**config.mk**
```make
export PLATFORM = sky130hd
export DESIGN_NAME = rksi_ctrl
export DESIGN_NICKNAME = d
export VERILOG_FILES = /design/src/rksi_pkg.sv /design/src/rksi_ctrl.sv
export SDC_FILE = /design/constraint.sdc
export NUM_CORES = 1
export LEC_CHECK = 0
export BUFFER_PORTS_ARGS = -buffer_cell sky130_fd_sc_hd__buf_4
export CORE_AREA = 2 2 39 41
export DETAILED_ROUTE_END_ITERATION = 12
export DIE_AREA = 0 0 41 43
export SKIP_LAST_GASP = 1
export SYNTH_ARGS = -nofsm -noshare
export SYNTH_HDL_FRONTEND = slang
export SYNTH_SLANG_ARGS = --single-unit
```
**constraint.sdc**
```tcl
create_clock -name clk -period 1.3 [get_ports clk]
set_input_delay 0.195 -clock clk [delete_from_list [all_inputs] [get_ports clk]]
set_output_delay 0.195 -clock clk [all_outputs]
set_load 0.05 [all_outputs]
```
**src/rksi_pkg.sv**
```systemverilog
// Package for the rank query core: defaults, request kinds, FSM states,
// controller command and status structs. No dependencies.
`timescale 1ns / 1ps
package rksi_pkg;
  localparam int DEF_MAX_ITEMS  = 1024;
  localparam int DEF_VALUE_BITS = 32;

  typedef enum logic [1:0] {
    KIND_CLEAR  = 2'd0,
    KIND_APPEND = 2'd1,
    KIND_QUERY  = 2'd2,
    KIND_NONE   = 2'd3
  } kind_t;

  typedef enum logic [2:0] {
    S_IDLE, S_CHECK, S_LSTART, S_LSWEEP, S_DECIDE, S_FSTART, S_FSWEEP, S_DONE
  } state_t;

  typedef struct packed {
    logic take;
    logic load_query;
    logic start_sweep;
    logic step;
    logic find_mode;
    logic decide;
    logic out_load;
  } cmd_t;

  typedef struct packed {
    logic bad;
    logic sweep_done;
    logic last_level;
    logic out_free;
  } status_t;
endpackage

```
**src/rksi_ctrl.sv**
```systemverilog
// Controller FSM of the rank query core: sequences checks, level sweeps
// and the final position sweep. Depends on rksi_pkg.
`timescale 1ns / 1ps
module rksi_ctrl import rksi_pkg::*; (
  input  logic    clk,
  input  logic    rst,
  input  logic    in_valid,
  input  logic [1:0] kind,
  output logic    in_stall,
  input  status_t sts,
  output cmd_t    cmd
);
  state_t state, state_next;

  always_ff @(posedge clk) begin
    if (rst) begin
      state <= S_IDLE;
    end else begin
      state <= state_next;
    end
  end

  always_comb begin
    state_next = state;
    cmd        = '0;
    in_stall   = 1'b1;
    unique case (state)
      S_IDLE: begin
        in_stall = 1'b0;
        if (in_valid) begin
          cmd.take = 1'b1;
          if (kind == KIND_QUERY) begin
            cmd.load_query = 1'b1;
            state_next     = S_CHECK;
          end
        end
      end
      S_CHECK: begin
        state_next = sts.bad ? S_DONE : S_LSTART;
      end
      S_LSTART: begin
        cmd.start_sweep = 1'b1;
        state_next      = S_LSWEEP;
      end
      S_LSWEEP: begin
        cmd.step = 1'b1;
        if (sts.sweep_done) begin
          state_next = S_DECIDE;
        end
      end
      S_DECIDE: begin
        cmd.decide = 1'b1;
        state_next = sts.last_level ? S_FSTART : S_LSTART;
      end
      S_FSTART: begin
        cmd.start_sweep = 1'b1;
        cmd.find_mode   = 1'b1;
        state_next      = S_FSWEEP;
      end
      S_FSWEEP: begin
        cmd.step      = 1'b1;
        cmd.find_mode = 1'b1;
        if (sts.sweep_done) begin
          state_next = S_DONE;
        end
      end
      S_DONE: begin
        if (sts.out_free) begin
          cmd.out_load = 1'b1;
          state_next   = S_IDLE;
        end
      end
      default: begin
        state_next = S_IDLE;
      end
    endcase
  end
endmodule

```
Yosys cells after proc, flatten, opt, wreduce, memory -nomap -nowiden
Index checks and enable logic that the tools add are counted.
Operators by class
  eq/ne operators: 13
  mux-type cells: 18
  reductions and logical operators: 5
Operators with widths (count)
  3-bit case mux with 8 select lines: 1
  3-bit two-way mux: 7
  3-bit equality test, second input constant: 4
  2-bit != test, second input constant: 5
  1-bit two-way mux: 8
  3-bit by 2-bit equality test with 1-bit output, second input constant: 2
  2-bit OR reduction: 3
  5-bit AND reduction: 1
  2-bit two-way mux: 2
  3-bit by 1-bit equality test with 1-bit output, second input constant: 1
  3-bit zero test: 1
  2-bit equality test, second input constant: 1
Storage, ports and cells
  bits in registers: 3
  input port bits: 9
  output and inout bits: 8

Longest topological paths before layout
Gate-level depths: netlist of run 1.
  depth after elaboration: 4
  mapped depth: 5
  mapped depth without buffers: 4

Least setup slack after synthesis of run 1
OpenSTA, ideal clock, no wires.
  path kind: reg2out
  start: register state[0]
  end: output cmd[4] (netlist name)
  arrival time: 1.703 ns
  required time: 1.105 ns
  setup slack: -0.598 ns
  cell stages (with the launch flop): 4
  cell sequence: dfxtp_1 -> buf_2 -> nand2_1 -> o21ai_0
RTL lines
  start, declared: line rksi_ctrl.sv:13  | state_t state, state_next;
  start signal, assigned: line rksi_ctrl.sv:19  | state <= state_next;
  end, declared: line rksi_ctrl.sv:11  | output cmd_t cmd

==> flow_summary.toml, run 1 <==
[run_status]
outcome = "finished with violations"
violations = "negative setup slack"

[timing]
tightest_slew_ns = 0.2951
setup_viol = 10
clock_skew_ns = 0.001172
grt_setup_unrepaired = "true"
final_max_slew_viol_count = 0
relSlewSlack_pct = 80.12
layout_min_cycle_time_ns = 1.471
hold_viol_final = 0
fin_ws_ns = -0.1707
fmax_mhz = 680.0
period_share_pct = 113.1

[finish]
drive_gt1_share_pct = 75.71
largest_reg_flops = 3
nNetsFinal = 80
ff_latch_area_um2 = 68.82
fillers = 136
top_regs = "state: 3 flops"
utilization_pct = 49.46
largest-register = "state"
syn_to_final_growth_pct = 112.0
num_antenna_cells = 0
multi_input_area_um2 = 302.8

[floorplan]
die_y_um = 43
start_util_pct = 23.33
design.core.area_um2 = 1384
ioPinCount = 17
die_area_um2 = 1763
die_w_um = 41
rows = 14

[power_and_ir_drop]
power_mw = 1.909
leakage_nw = 0.2965
vdd_ir_drop_max_v = 0.001105
p_per_area_nw_per_um2 = 2790

[detailed_routing]
ant_nets = 0
top_layer = "met4"
first_pass_iters = 3
met3_length_um = 57
routed_wl_um = 984
met1Wirelength_um = 349
wl_per_cell_um = 11.44
drt_iter0_drc = 4
met2_length_um = 562
drc = 0
num_vias = 394
vias_per_cell = 4.581

[yosys]
syn_area_um2 = 322.8
ys_seq_area_share_pct = 18.60
async_flop_share_pct = 0
syn_inst = 41
synth.distinct_cells = 26
synth_edf_count = 0
yosysTopAreaCell = "dfxtp_1"
ys_seq_elements = 3
synth_ff_type = "dfxtp_1"
syn_nets = 50
synth.avg_cell_area_um2 = 7.873
yosys-top-cells-count = "nor2_1 (6), dfxtp_1 (3), nand2_1 (3), o21ai_0 (3)"
synth.most_common_cell = "nor2_1"
yosys_warnings = 0
synth_top_area_share_pct = 18.60
synthTopCellsByArea = "dfxtp_1 (19%), nor2_1 (7.0%), xnor2_1 (5.4%)"

[placed_design]
dpl.hpwl_um = 629
port_buffers = 16
gp_congestion = 0.6945
dp_worst_setup_slack_ns = -0.01006

[cts]
cts-root-buf = "clkbuf_4"
clock_path_buffers = 2
numClockSinks = 3
clkLatencyLatePin_ns = 0.24
clkTransAtPathRegs_ns = 0.04
cts_buffers = 3
htreeDepth = 1
cts_hold_buffers = 0
cts_tree = "built"

[flow_run]
drv_cap = 0

[critical_path]
crit_path_max_incr_delay_ns = 0.43
required_ns = 1.11
reg2reg_to = "state[2]"
cp_slowest_cell = "or3_4"
cp_top_family = "simple AND/OR/NAND/NOR gates"
crit_chain = "or3_4 -> nor2_4 -> buf_8"
rr_worst_depth = 5
critPathKind = "flop to output port"
cp_max_fo = 4
path_depth = 3
crit_path_end_kind = "output port"
endpoint = "cmd[6]"
critical_path.startpoint = "state[0]"
rr_startpoint = "state[0]"
regToRegSetupSlack_ns = -0.10
arrival_ns = 1.28
path_buf_inv = 1
critPathLaunchType = "flop"

[global_route]
grt_usage_pct = 13.23
grt_pass1_vias = 393
antenna_found_initial = 0
grt_max_degree = 8
overflow = 0
grt_pass1_wl_um = 1490

[min_path]
hold_path_class = "primary input to flop"
-- what timing repair did --
item,in CTS,in global routing
resized for setup,23,5
pin swaps,4,2
endpoints found under the setup margin,9,11
setup buffers,6,0
-- area by class of cell --
| class | instances | share of cell area, % |
|---|---|---|
| clock buffers | 4 | 3.839 |
| inverters | 2 | 1.097 |
| multi-input cells | 33 | 44.24 |
| flip-flops and latches | 3 | 10.05 |
| well taps | 16 | 2.925 |
| repair buffers | 28 | 37.84 |
-- how the worst min path moves through the flow --
stage               cells past startpoint  slack (ns)  from  endpoint
floorplan                               1        0.26   rst  state[2]
global placement                        2        0.39   rst  state[2]
detailed placement                      2        0.39   rst  state[2]
CTS                                     2        0.12   rst  state[2]
global route                            2        0.13   rst  state[2]
finish                                  2        0.13   rst  state[2]
-- cell usage in the layout, fill, tap and decap left out, types with 2 or more instances in the layout --
cell / netlist / layout
buf_4: 1 / 18
buf_6: 1 / 7
buf_8: 0 / 3
clkbuf_4: 0 / 3
dfxtp_4: 0 / 2
inv_1: 2 / 2
nand2_2: 0 / 2
nand2b_1: 2 / 2
nor2_4: 0 / 4
o21bai_1: 2 / 2
-- cell families (layout without fill, tap and decap cells) --
logic type / after synthesis / in the layout / synth area share (%)
simple gates: 19 / 19 / 34.11
xor+xnor: 2 / 2 / 5.427
compound gates: 11 / 11 / 29.07
buf+inv: 5 / 34 / 9.690
mux: 1 / 1 / 3.101
flops: 3 / 3 / 18.61
-- report_power, final --
group | total (mW) | internal, mW | switching (mW)
sequential | 0.216 | 0.150 | 0.0657
combinational | 1.52 | 0.732 | 0.786
clock | 0.176 | 0.116 | 0.0601
-- metal layers --
metal	global-route usage, %	vias up
li1	-	200
met1	12.14	179
met2	21.88	13
met3	4.712	2
met4	10.00	0
met5	0	-
-- through the flow --
| stage | TNS, ns | std cells | cell area, µm² | hold WS [ns] |
|---|---|---|---|---|
| after floorplan | -0.1411 | 41 | 355.3 | 0.2612 |
| after global placement | 0 | 76 | 516.7 | 0.3866 |
| after detailed placement | -0.01291 | 76 | 516.7 | 0.3874 |
| after CTS | -1.174 | 86 | 671.9 | 0.1205 |
| after global routing | -1.445 | 86 | 684.4 | 0.1292 |
| final | -1.071 | 86 | 684.4 | 0.1295 |
-- worst register-to-register path, delay by kind of cell, from the launching register on --
kind	cells	cell delay, ns
compound gates	2	0.26
buf+inv	1	0.16
flops	1	0.34
simple gates	2	0.54
(Power assumes the default switching activity.)
==> inputs of run 2 (changes only) <==
- PLACE_DENSITY: unset -> 0.53
==> run 2 against run 1 <==
The run still ends with negative setup slack left. Clock skew barely moved. Via count is 1.3% lower. Sequential power hardly changed. Worst setup slack lost 0.0019 ns. Die area stayed put. Non-clock buffer count increased by 1. Sequential share of layout area rose by 0.19 points. Power shrank 4.6%. Register-to-register slack is essentially flat. Fmax decreased by 0.13%. Core utilization is 0.90 points lower.
==> flow_summary.toml, run 2 (synthesis gave the netlist of run 1 again) <==
[placed_design]
port_buffers = 16
gp_congestion = 0.7662
placed_cells = 78
dpl.hpwl_um = 629.3

[timing]
fin_ws_ns = -0.1726
final_max_slew_viol_count = 0
hold_viol_final = 0
setup_viol = 10
fmax_mhz = 679.1
clock_skew_ns = 0.0008483
period_share_pct = 113.3
grt_setup_unrepaired = "true"
layout_min_cycle_time_ns = 1.473
tightest_slew_ns = 0.2384
relSlewSlack_pct = 83.94

[min_path]
min_to = "state[2]"
hp-start = "rst"
hold_path_class = "primary input to flop"
worstHoldPathCells = 2

[power_and_ir_drop]
power_frac_comb_pct = 78.7
switchingPower_uw = 865.3
vdd_ir_drop_max_v = 0.001135
leakage_nw = 0.2988
clockPowerShare_pct = 9.3
p_per_area_nw_per_um2 = 2710
p_sw_share_pct = 47.53
p_int_uw = 955.2
seq_power_share_pct = 12.0

[critical_path]
critPathLaunchType = "flop"
cp_max_fo = 7
crit_chain = "or3_4 -> nor2_4 -> buf_8"
required_ns = 1.11
rr_startpoint = "state[0]"
critPathKind = "flop to output port"
regToRegSetupSlack_ns = -0.11
crit_path_max_incr_delay_ns = 0.43
arrival_ns = 1.28
reg2reg_to = "state[2]"
cp_slowest_cell = "or3_4"
crit_path_end_kind = "output port"
rr_worst_depth = 5

[floorplan]
die_w_um = 41
rows = 14
ioPinCount = 17
design.core.area_um2 = 1384
die_area_um2 = 1763
start_util_pct = 23.33
die_y_um = 43

[flow_run]
drv_cap = 0

[finish]
layout_commonest_cell = "buf_4"
largest_reg_flops = 3
nNetsFinal = 81
syn_to_final_growth_pct = 108.1
drive_gt1_share_pct = 73.24
fillers = 130
utilization_pct = 48.55
instances_no_fill = 87
largest-register = "state"
most-common-layout-cells = "buf_4 (19), buf_6 (7), nor2_4 (4), clkbuf_4 (3), buf_8 (3)"
num_antenna_cells = 0
top_regs = "state: 3 flops"

[cts]
clkLatencyLatePin_ns = 0.24
cts_tree = "built"
cts-root-buf = "clkbuf_4"
clock_path_buffers = 2
clkTransAtPathRegs_ns = 0.04
htreeDepth = 1
cts_hold_buffers = 0
numClockSinks = 3
cts_buffers = 3

[global_route]
overflow = 0
antenna_found_initial = 0
grt_pass1_vias = 363
grt_max_degree = 8
grt_pass1_wl_um = 1435
grt_usage_pct = 13.23

[detailed_routing]
drt_iter0_drc = 7
ant_nets = 0
vias_per_cell = 4.471
num_vias = 389
wl_per_cell_um = 10.40
routed_wl_um = 905
first_pass_iters = 2
drc = 0

[run_status]
violations = "negative setup slack"
outcome = "finished with violations"
run 2: cell count changes in the layout (fill, tap and decap cells not counted), sizes merged:
cell,before,now
buf,28,29
run 2: power groups by stage:
stage               combinational [mW]  sequential, mW  clock (mW)
finish                            1.43           0.219       0.169
global route                      1.53           0.227       0.186
CTS                               1.40           0.216       0.177
detailed placement                1.16           0.201           0
global placement                  1.17           0.202           0
floorplan                        0.904           0.152           0
run 2: how the worst max path moves through the flow:
stage,startpoint,end,cells past startpoint
global route,state[0],cmd[5],3
detailed placement,state[0],state[2],4
CTS,state[0],cmd[5],3
global placement,state[0],state[2],4
finish,state[0],cmd[5],3
floorplan,state[2],cmd[5],3
run 2: critical path, delay by kind of cell, from the launching register on:
family,cells,cell delay (ns)
AND/OR/NAND/NOR,2,0.54
flip-flops,1,0.36
buffers and inverters,1,0.15
run 2: final cells by class:
class / instances / area (µm²) / share of cell area (%)
multi-input cells: 33 / 282.8 / 42.09
flip-flops and latches: 3 / 68.82 / 10.24
inverters: 2 / 7.507 / 1.117
well taps: 16 / 20.02 / 2.980
repair buffers: 29 / 266.5 / 39.66
clock buffers: 4 / 26.28 / 3.911
run 2: stage by stage:
step,cell area (µm²),TNS [ns],worst slack (ns),hold slack [ns],power (mW)
after global placement,531.8,-0.0005468,-0.0005468,0.3855,1.368
after detailed placement,531.8,-0.01716,-0.01499,0.3867,1.364
final,671.9,-1.004,-0.1726,0.1373,1.821
after floorplan,355.3,-0.1411,-0.05580,0.2612,1.056
after CTS,661.9,-1.082,-0.1805,0.1291,1.795
after global routing,671.9,-1.496,-0.2131,0.1326,1.946
run 2: per-layer routing:
| metal | wire length (µm) | track usage, % | vias up |
|---|---|---|---|
| met5 | 0 | 0 | - |
| met4 | 0 | 8.000 | 0 |
| met3 | 65 | 9.424 | 0 |
| met2 | 469 | 18.44 | 12 |
| met1 | 370 | 13.74 | 172 |
| li1 | - | - | 205 |
run 2: what timing repair did:
action,CTS,global route
resized for setup,20,4
hold endpoints to repair,0,0
setup endpoints to repair,9,10
pin swaps,3,3
setup buffers,5,1
